===== src/rtl/wms_pkg.sv =====
// shared widths, defaults, register indexes and the max tree for the suppression block
package wms_pkg;

	localparam int WMS_WINDOW    = 7;
	localparam int WMS_MAX_WIDTH = 1024;

	localparam int RESP_W = 8;
	localparam int FW_W   = 11;
	localparam int FH_W   = 12;
	localparam int ROW_W  = 12;
	localparam int CFG_W  = 12;
	localparam int IDX_W  = 1;

	localparam logic [FW_W-1:0] FRAME_WIDTH_RST  = 11'd640;
	localparam logic [FH_W-1:0] FRAME_HEIGHT_RST = 12'd480;

	localparam logic [IDX_W-1:0] REG_FRAME_WIDTH  = 1'd0;
	localparam logic [IDX_W-1:0] REG_FRAME_HEIGHT = 1'd1;

	// widest set of values fed to one max tree (window side is at most 15)
	localparam int MAX_VALS = 16;

	typedef logic [MAX_VALS-1:0][RESP_W-1:0] max_vec_t;

	// one window column as seen by the cell row
	typedef struct packed {
		logic [RESP_W-1:0] peak;
		logic [RESP_W-1:0] mid;
	} column_t;

	// pairwise reduction, four levels deep
	function automatic logic [RESP_W-1:0] max_tree(input max_vec_t v);
		max_vec_t t;
		t = v;
		for (int lvl = 0; lvl < 4; lvl++) begin
			for (int i = 0; i < MAX_VALS / 2; i++) begin
				t[i] = (t[2*i] > t[2*i+1]) ? t[2*i] : t[2*i+1];
			end
		end
		return t[0];
	endfunction

endpackage


===== src/rtl/wms_cell.sv =====
// one window column cell: holds the column peak and middle value, takes its right neighbour's
module wms_cell import wms_pkg::*; (
	input  logic    clk,
	input  logic    arst_n,
	input  logic    shift,
	input  column_t d,
	output column_t q
);

	column_t col_q;

	always_ff @(posedge clk or negedge arst_n) begin
		if (!arst_n) begin
			col_q <= '0;
		end else if (shift) begin
			col_q <= d;
		end
	end

	assign q = col_q;

endmodule


===== config.mk =====
export PLATFORM = sky130hd
export DESIGN_NAME = wms_cell
export DESIGN_NICKNAME = d
export VERILOG_FILES = /design/src/rtl/wms_pkg.sv /design/src/rtl/wms_cell.sv
export SDC_FILE = /design/constraint.sdc
export NUM_CORES = 1
export LEC_CHECK = 0
export BUFFER_PORTS_ARGS = -buffer_cell sky130_fd_sc_hd__buf_2
export CAP_MARGIN = 25
export CORE_MARGIN = 2
export CORE_UTILIZATION = 40
export CTS_BUF_LIST = sky130_fd_sc_hd__clkbuf_4
export CTS_CLUSTER_DIAMETER = 50
export DETAILED_ROUTE_END_ITERATION = 6
export GPL_TIMING_DRIVEN = 0
export HOLD_SLACK_MARGIN = 0.12
export PLACE_DENSITY = 0.8
export RECOVER_POWER = 50
export SLEW_MARGIN = 10
export SYNTH_ARGS = -nofsm -noshare
export SYNTH_HDL_FRONTEND = slang
export SYNTH_SLANG_ARGS = --single-unit

===== constraint.sdc =====
create_clock -name clk -period 0.8 [get_ports clk]
set_input_delay 0.2 -clock clk [delete_from_list [all_inputs] [get_ports clk]]
set_output_delay 0.2 -clock clk [all_outputs]
set_load 0.05 [all_outputs]

==> impl.org, run 1 <==
** Outcome
- Outcome :: finished with violations
- Failing checks :: setup timing

** Logic synthesis
- Largest cells by area after synthesis :: dfrtp_1 (62%), mux2_4 (23%), mux2_2 (10%)
- Most common flop cell mapped by yosys :: dfrtp_1
- Cells after synthesis :: 34
- Cell type with the largest total area after synthesis :: dfrtp_1
- Number of synthesized register bits :: 16
- Number of flops mapped to enable cells by yosys :: 0
- Number of distinct library cell variants in the gate-level netlist after synthesis :: 5
- Warnings from Yosys :: 0
- Seq/Total Area, Yosys :: 61.7%
- Sorting the synthesized cells by how often they occur yields dfrtp_1 (16), mux2_4 (10), mux2_2 (6).
- Yosys top cell area share :: 61.7%
- The synthesized netlist occupies a cell area of 649 sq um.
- Synthesized net count :: 53
- Average footprint of a synthesized cell :: 19.1 sq um
- Async set-or-reset flop fraction in the synthesized netlist :: 100%
- Library cell with the highest instance count after synthesis :: dfrtp_1

** Place
- Placer congestion estimate :: 0.692
- Instance area at placement :: 855 sq um
- The number of placed instances, taps included, is 83.
- IO Port Bufs :: 33
- Timing analysis after detailed placement gives a worst setup slack of -0.108 ns.

** Hold path
- Number of cells on the worst hold path :: 2
- For hold timing, the worst endpoint is q[2].
- Critical hold path startpoint :: d[2]
- The min-delay analysis places its worst path in the category in -> reg.

** Timing
- Final-layout worst hold slack :: 0.147 ns
- Setup violations remaining at the end of the flow were counted as 21.
- Clk_skew :: 0 ns
- Share of the cycle needed by the critical path after routing :: 132%
- Final hold violations :: 0
- For the pin with the worst max-slew slack, the measured transition is 0.404 ns.
- In the post-route analysis, the smallest setup slack over all paths is -0.258 ns.
- Timing would allow up to 945 MHz.
- The worst pin sits at a relative slew slack of 73.0%.
- Final max-slew violation count :: 0
- For the final routed database, the setup TNS stands at -4.64 ns.
- Setup repair after global routing could not meet its margin everywhere.
- Counting I/O delays and the setup requirement, the final critical path takes 1.06 ns.

** Power
- Total Power :: 2.16 mW
- Across the VDD grid, the largest voltage drop is 0.000953 V.
- Power density of the placed cells :: 2040 nW/um^2
- Summed over all cells, the static leakage comes to 0.515 nW.

** Clocking
- The later pin in the worst-skew pair is clocked with a latency of 0.27 ns.
- TritonCTS built the clock tree.
- CTS root buffer :: clkbuf_4
- Clock tree synthesis found a total of 16 sinks.
- The clock passes through at most 2 buffers.
- Num CTS Buffers :: 3
- Clock-pin slew of the registers on the worst-case setup and hold paths :: 0.09 ns
- Clock H-tree levels :: 1

** Final layout
- Fraction of layout instances using a drive strength above 1 :: 97.4%
- Counting the fill cells in the layout gives 96.
- Antenna fix cells :: 0
- Relative area change from synthesis to final layout :: 63.0%
- The register with the most flip-flops in the layout has 16 of them.
- Multi-input combinational cell area :: 221 sq um
- Final instance area :: 1060 sq um
- For this run, the post-layout net count is 98.
- Final standard cell count with taps included and fillers excluded :: 94
- Share of the core filled with cells in the final layout :: 70.3%
- The sequential cells in the finished layout cover a total of 420 sq um.

** Floorplan
- Placeable Area :: 1510 sq um
- Number of top-level pins :: 35
- The die covers 1960 sq um.
- Vertical die dimension :: 44.3 microns
- Once the floorplan was initialized, standard cells occupied 43.1% of the core.
- Placement Rows :: 14
- Die Width :: 44.3 microns

** Worst setup path
- Required time at the endpoint of the critical path :: 0.60 ns
- The slowest stage of the critical path belongs to the cell dfrtp_2.
- Critical register-to-register path endpoint :: q[14]
- Buffers and inverters on the worst path :: 1
- Along the worst path, the maximum fanout reaches 2.
- For the worst setup path, the data arrival time is 0.86 ns.
- Traced cell by cell, the critical path runs through buf_6.
- The worst setup path is launched from a flop.
- Register-to-Register Setup Slack :: -0.22 ns
- In this design, the stage delay of the slowest critical-path cell is 0.43 ns.
- Among cell families on the critical path, the largest total delay comes from flip-flops.
- The worst setup path is captured at an output pin.
- Counting cells, the worst reg-to-reg path comes to 3.
- Critical path class :: reg -> out
- In this run the critical register-to-register path is launched from q[14].

** GRT
- Grt ovf :: 0
- The number of antenna violations at the first check in global routing came to 0.
- Largest net degree at the start of global routing :: 17
- Number of global-route vias before repair :: 550
- Global-route wire length before repair :: 2440 microns
- Global-route total usage across every layer :: 17.5%

** Route
- Drt initial violations :: 3
- After detailed routing, the number of remaining DRC violations is 0.
- Number of detailed-route iterations in the first pass :: 2
- Routed wirelength normalized by instance count :: 14.8 microns
- Summing over every cut layer, the via total after detailed routing is 444.
- Once detail routing completed, the nets flagged for antenna violations numbered 0.
- Summed over all layers, the routed wires come to 1390 microns.
- Using the TritonRoute via totals, the vias-per-cell ratio works out to 4.72.

** Run
- Max-cap violations in this run came to 0.
## what timing repair did
item,in CTS,in global routing
hold buffers,1,0
buffers inserted,5,4
endpoints found under the hold margin,16,0
pin swaps,0,0
resized for setup,36,5
endpoints found under the setup margin,17,30
## worst register-to-register path, cell delays in order, from the launching register on
cell and delay, ns:
dfrtp_2 0.42, buf_4 0.14, buf_6 0.10, mux2_4 0.25
## how the worst max path moves through the flow
stage          start     to  slack [ns]  cells past startpoint
2_1_floorplan   q[0]   q[0]       -0.11                      1
3_3_place_gp   shift  q[12]       -0.09                      3
3_5_place_dp   shift  q[12]       -0.11                      3
4_1_cts         q[5]   q[5]       -0.27                      1
5_1_grt         q[4]   q[4]       -0.29                      1
6_report        q[2]   q[2]       -0.26                      1
## cell type report
type | count | share of cell area [%]
Clock inverter | 1 | 0.355
Tap cell | 16 | 1.89
Buffer | 2 | 2.96
Multi-Input combinational cell | 16 | 20.9
Timing Repair Buffer | 40 | 32.0
Clock buffer | 3 | 2.13
Sequential cell | 16 | 39.7
## cell families (layout without fill, tap and decap cells)
logic type	Yosys count	in the layout	share of synthesized area, %
mux	16	16	33.5
flops	16	16	61.7
buf+inv	2	46	4.82
## power by group
part           total (mW)  internal [mW]  switching (mW)  leakage, nW
Clock               0.423          0.181           0.243       0.0154
Sequential          0.967          0.904          0.0632        0.171
Combinational       0.767          0.356           0.411        0.329
## routing by layer
| layer | share of wire [%] | GRT usage (%) | routed length, microns | vias up |
|---|---|---|---|---|
| met5 | 0 | 0 | 0 | - |
| met4 | 0 | 5.45 | 0 | 0 |
| met3 | 6.8 | 5.31 | 95 | 0 |
| met2 | 53 | 28.8 | 730 | 25 |
| met1 | 40 | 22.0 | 561 | 215 |
| li1 | - | - | - | 204 |
## cells in the final DEF, fill, tap and decap left out
master	netlist	routed
buf_12	1	1
buf_2	0	16
buf_4	0	1
buf_6	1	22
clkbuf_2	0	1
clkbuf_4	0	3
clkinv_1	0	1
dfrtp_2	0	16
dlygate4sd3_1	0	1
mux2_2	6	5
mux2_4	10	11
Power figures use the tool's default switching activity.
==> inputs of run 2 (changes only) <==
PLACE_DENSITY = 0.76   (was 0.8)
==> run 2 against run 1 <==
The flow still finishes with violations (setup timing); final cell count unchanged; clock power fell by 3%; clock skew unchanged.
==> impl.org, run 2 (synthesis results as in run 1) <==
** Floorplan
- Die Width :: 44.3 microns (unchanged)
- The total I/O pin count is 35 (unchanged).
- Die area :: 1960 sq um (unchanged)
- The site row count is 14 (unchanged).
- The die height was 44.3 microns (unchanged).
- The core outline area came to 1510 sq um (unchanged).
- The starting density of the core is 43.1% (unchanged).

** Place
- The final weighted congestion of routability-driven global placement is 0.677 (was 0.692).
- The total of buffers placed on input and output ports is 33 (unchanged).

** Timing
- The slew of the pin with the lowest slew margin was 0.391 ns (was 0.404 ns).
- The final count of hold timing violations was 0 (unchanged).
- The number of max-slew violations in the final report was 0 (unchanged).
- Unrepaired setup endpoints after global routing: yes (unchanged).
- The worst slew slack as a fraction of its limit came to 74.0% (was 73.0%).
- The final worst-path setup slack is -0.262 ns (was -0.258 ns).
- Total of endpoints with negative setup slack in the final report :: 23 (was 21)
- Max Clock Freq :: 941 MHz (was 945 MHz)
- The final cycle utilization of the critical path came to 133% (was 132%).
- The time the worst path needs with I/O delays and setup came to 1.06 ns (about the same).
- Clk_skew :: 0 ns (unchanged)

** Power
- Combinational cell fraction of total power :: 35.5% (about the same)
- Leakage :: 0.509 nW (was 0.515 nW)
- Total Power :: 2.14 mW (was 2.16 mW)
- The net switching fraction of the power came to 32.9% (was 33.2%).
- The power per standard cell area was 2030 nW/um^2 (was 2040 nW/um^2).
- Peak VDD IR :: 0.00107 V (was 0.000953 V)
- The internal power came to 1.43 mW (was 1.44 mW).
- Net switching power figure :: 0.702 mW (was 0.716 mW)
- The part of the total power dissipated in the clock network came to 19.3% (was 19.6%).
- Share of total power in sequential cells :: 45.3% (was 44.8%)

** Worst setup path
- The cell type of the slowest stage on the worst timing path was dfrtp_2 (unchanged).
- Launching element type of the critical path :: flop (unchanged)
- Setup crit start :: q[3] (was q[2])
- The cell class contributing the biggest share of worst-path delay is flip-flops (unchanged).
- Buffers and inverters on the worst path :: 1 (unchanged)
- Critical register-to-register path startpoint :: q[0] (was q[14])
- The largest incremental delay on the critical path came to 0.43 ns (about the same).
- Worst EP arrival :: 0.86 ns (about the same)
- The maximum fanout along the worst path was 2 (unchanged).
- Sort of element at the end of the critical path :: output pin (unchanged)
- The data required time of the worst path came to 0.60 ns (about the same).
- The critical path start-end classification is reg -> out (unchanged).
- Cell-by-cell listing of the critical path: buf_6 (unchanged).

** Hold path
- The startpoint of the tightest hold check path was d[0] (was d[2]).
- The path category of the worst min-delay check is in -> reg (unchanged).

** Route
- Number of antenna-violating nets in the routed design :: 0 (unchanged)
- Total number of vias :: 437 (was 444)
- The detailed route wirelength on metal2 was 614 microns (was 730 microns).
- Routed wirelength normalized by instance count :: 14.1 microns (was 14.8 microns)
- Drt initial violations :: 2 (was 3)
- The iteration count of the initial detailed-routing pass came to 3 (was 2).
- The via density per instance is 4.65 (was 4.72).
- The detailed-routing wirelength on met1 is 583 microns (was 561 microns).
- Top layer used by detailed routing :: met4 (was met3)
- The total wire length after detailed routing was 1330 microns (was 1390 microns).
- The routed length on met3 came to 119 microns (was 95 microns).
- The total DRC errors in the routed layout was 0 (unchanged).

** Final layout
- The most frequent standard cell in the layout excluding fill and tap cells is buf_6 (unchanged).
- Most frequent cells in the layout: buf_6 (21), buf_2 (16), dfrtp_2 (16) (was buf_6 (22), buf_2 (16), dfrtp_2 (16)).
- The post-layout net count was 98 (unchanged).
- The fraction of the core area covered by cells at the end of the flow came to 69.8% (was 70.3%).
- The number of flip-flops under the largest register name was 16 (unchanged).
- The final antenna diode count was 0 (unchanged).
- The area growth from synthesis to layout was 61.8% (was 63.0%).
- The layout cell share with drive strength beyond 1 came to 97.4% (unchanged).

** GRT
- Antenna violations before repair :: 0 (unchanged)
- Largest net degree at the start of global routing :: 17 (unchanged)
- The global router's overall resource usage is 15.3% (was 17.5%).
- Global-route wire length before repair :: 2080 microns (was 2440 microns)
- Number of global-route vias before repair :: 474 (was 550)
- The total global routing overflow is 0 (unchanged).

** Clocking
- CTS Buffer Depth :: 2 (unchanged)
- The clock-pin slew reported for the worst setup and hold paths after clock tree synthesis came to 0.09 ns (about the same).
- Number of sinks driven by the clock tree :: 16 (unchanged)
- The clock latency on the worst-skew pair came to 0.27 ns (about the same).
- Num CTS Buffers :: 3 (unchanged)
- The cell at the root of the clock tree is clkbuf_4 (unchanged).
- The CTS tree is built (unchanged).
- Clock H-tree levels :: 1 (unchanged)

** Outcome
- Failing checks: setup timing (unchanged).
- Outcome :: finished with violations (unchanged)

** Run
- Max-cap violations :: 0 (unchanged)
==> run 2: cell counts in the layout (fill, tap and decap cells not counted) <==
Identical to the previous run, type by type.
==> run 2: per-layer routing <==
metal | GRT usage (%) | up-vias
met5 | 0 | -
met4 | 7.27 | 0
met3 | 5.31 | 2
met2 | 23.8 | 26
met1 | 18.9 | 203
li1 | - | 206
==> run 2: final timing paths <==
kind	to	slack, ns	cells past startpoint
worst max register to register	q[0]	-0.21	3
min in group asynchronous	q[4]	0.37	2
worst max-delay path	q[3]	-0.26	1
max in group asynchronous	q[12]	0.13	2
worst min register to register	q[7]	0.53	1
worst min-delay path	q[0]	0.15	2
==> run 2: cell type report <==
class	count	area, sq um
tap	16	20.0
sequential	16	420
buffer	2	31.3
fill	104	455
clock inverter	1	3.75
clock buffer	3	22.5
multi-input combinational	16	218
timing repair buffer	40	335
==> run 2: power by group through the flow <==
stage	clock network (mW)	registers, mW	logic (mW)
floorplan	0	1.25	0.145
global placement	0	0.955	0.591
detailed placement	0	0.957	0.596
CTS	0.428	0.963	0.734
global route	0.466	0.979	0.792
finish	0.412	0.967	0.758
==> run 2: stage by stage <==
step / setup slack, ns / instances / area [sq um] / hold WS, ns / TNS [ns]
2_1_floorplan: -0.109 / 34 / 669 / -0.0956 / -1.71
3_3_place_gp: -0.0908 / 83 / 855 / 0.125 / -0.870
3_5_place_dp: -0.0987 / 83 / 855 / 0.127 / -0.955
4_1_cts: -0.261 / 92 / 1020 / 0.141 / -4.45
5_1_grt: -0.290 / 94 / 1050 / 0.137 / -5.34
6_report: -0.262 / 94 / 1050 / 0.151 / -4.59
==> run 2: timing repair <==
action,in CTS,in global routing
gates resized for setup,33,3
hold endpoints to repair,16,0
hold buffers,1,0
setup buffers,4,3
setup endpoints to repair,16,30
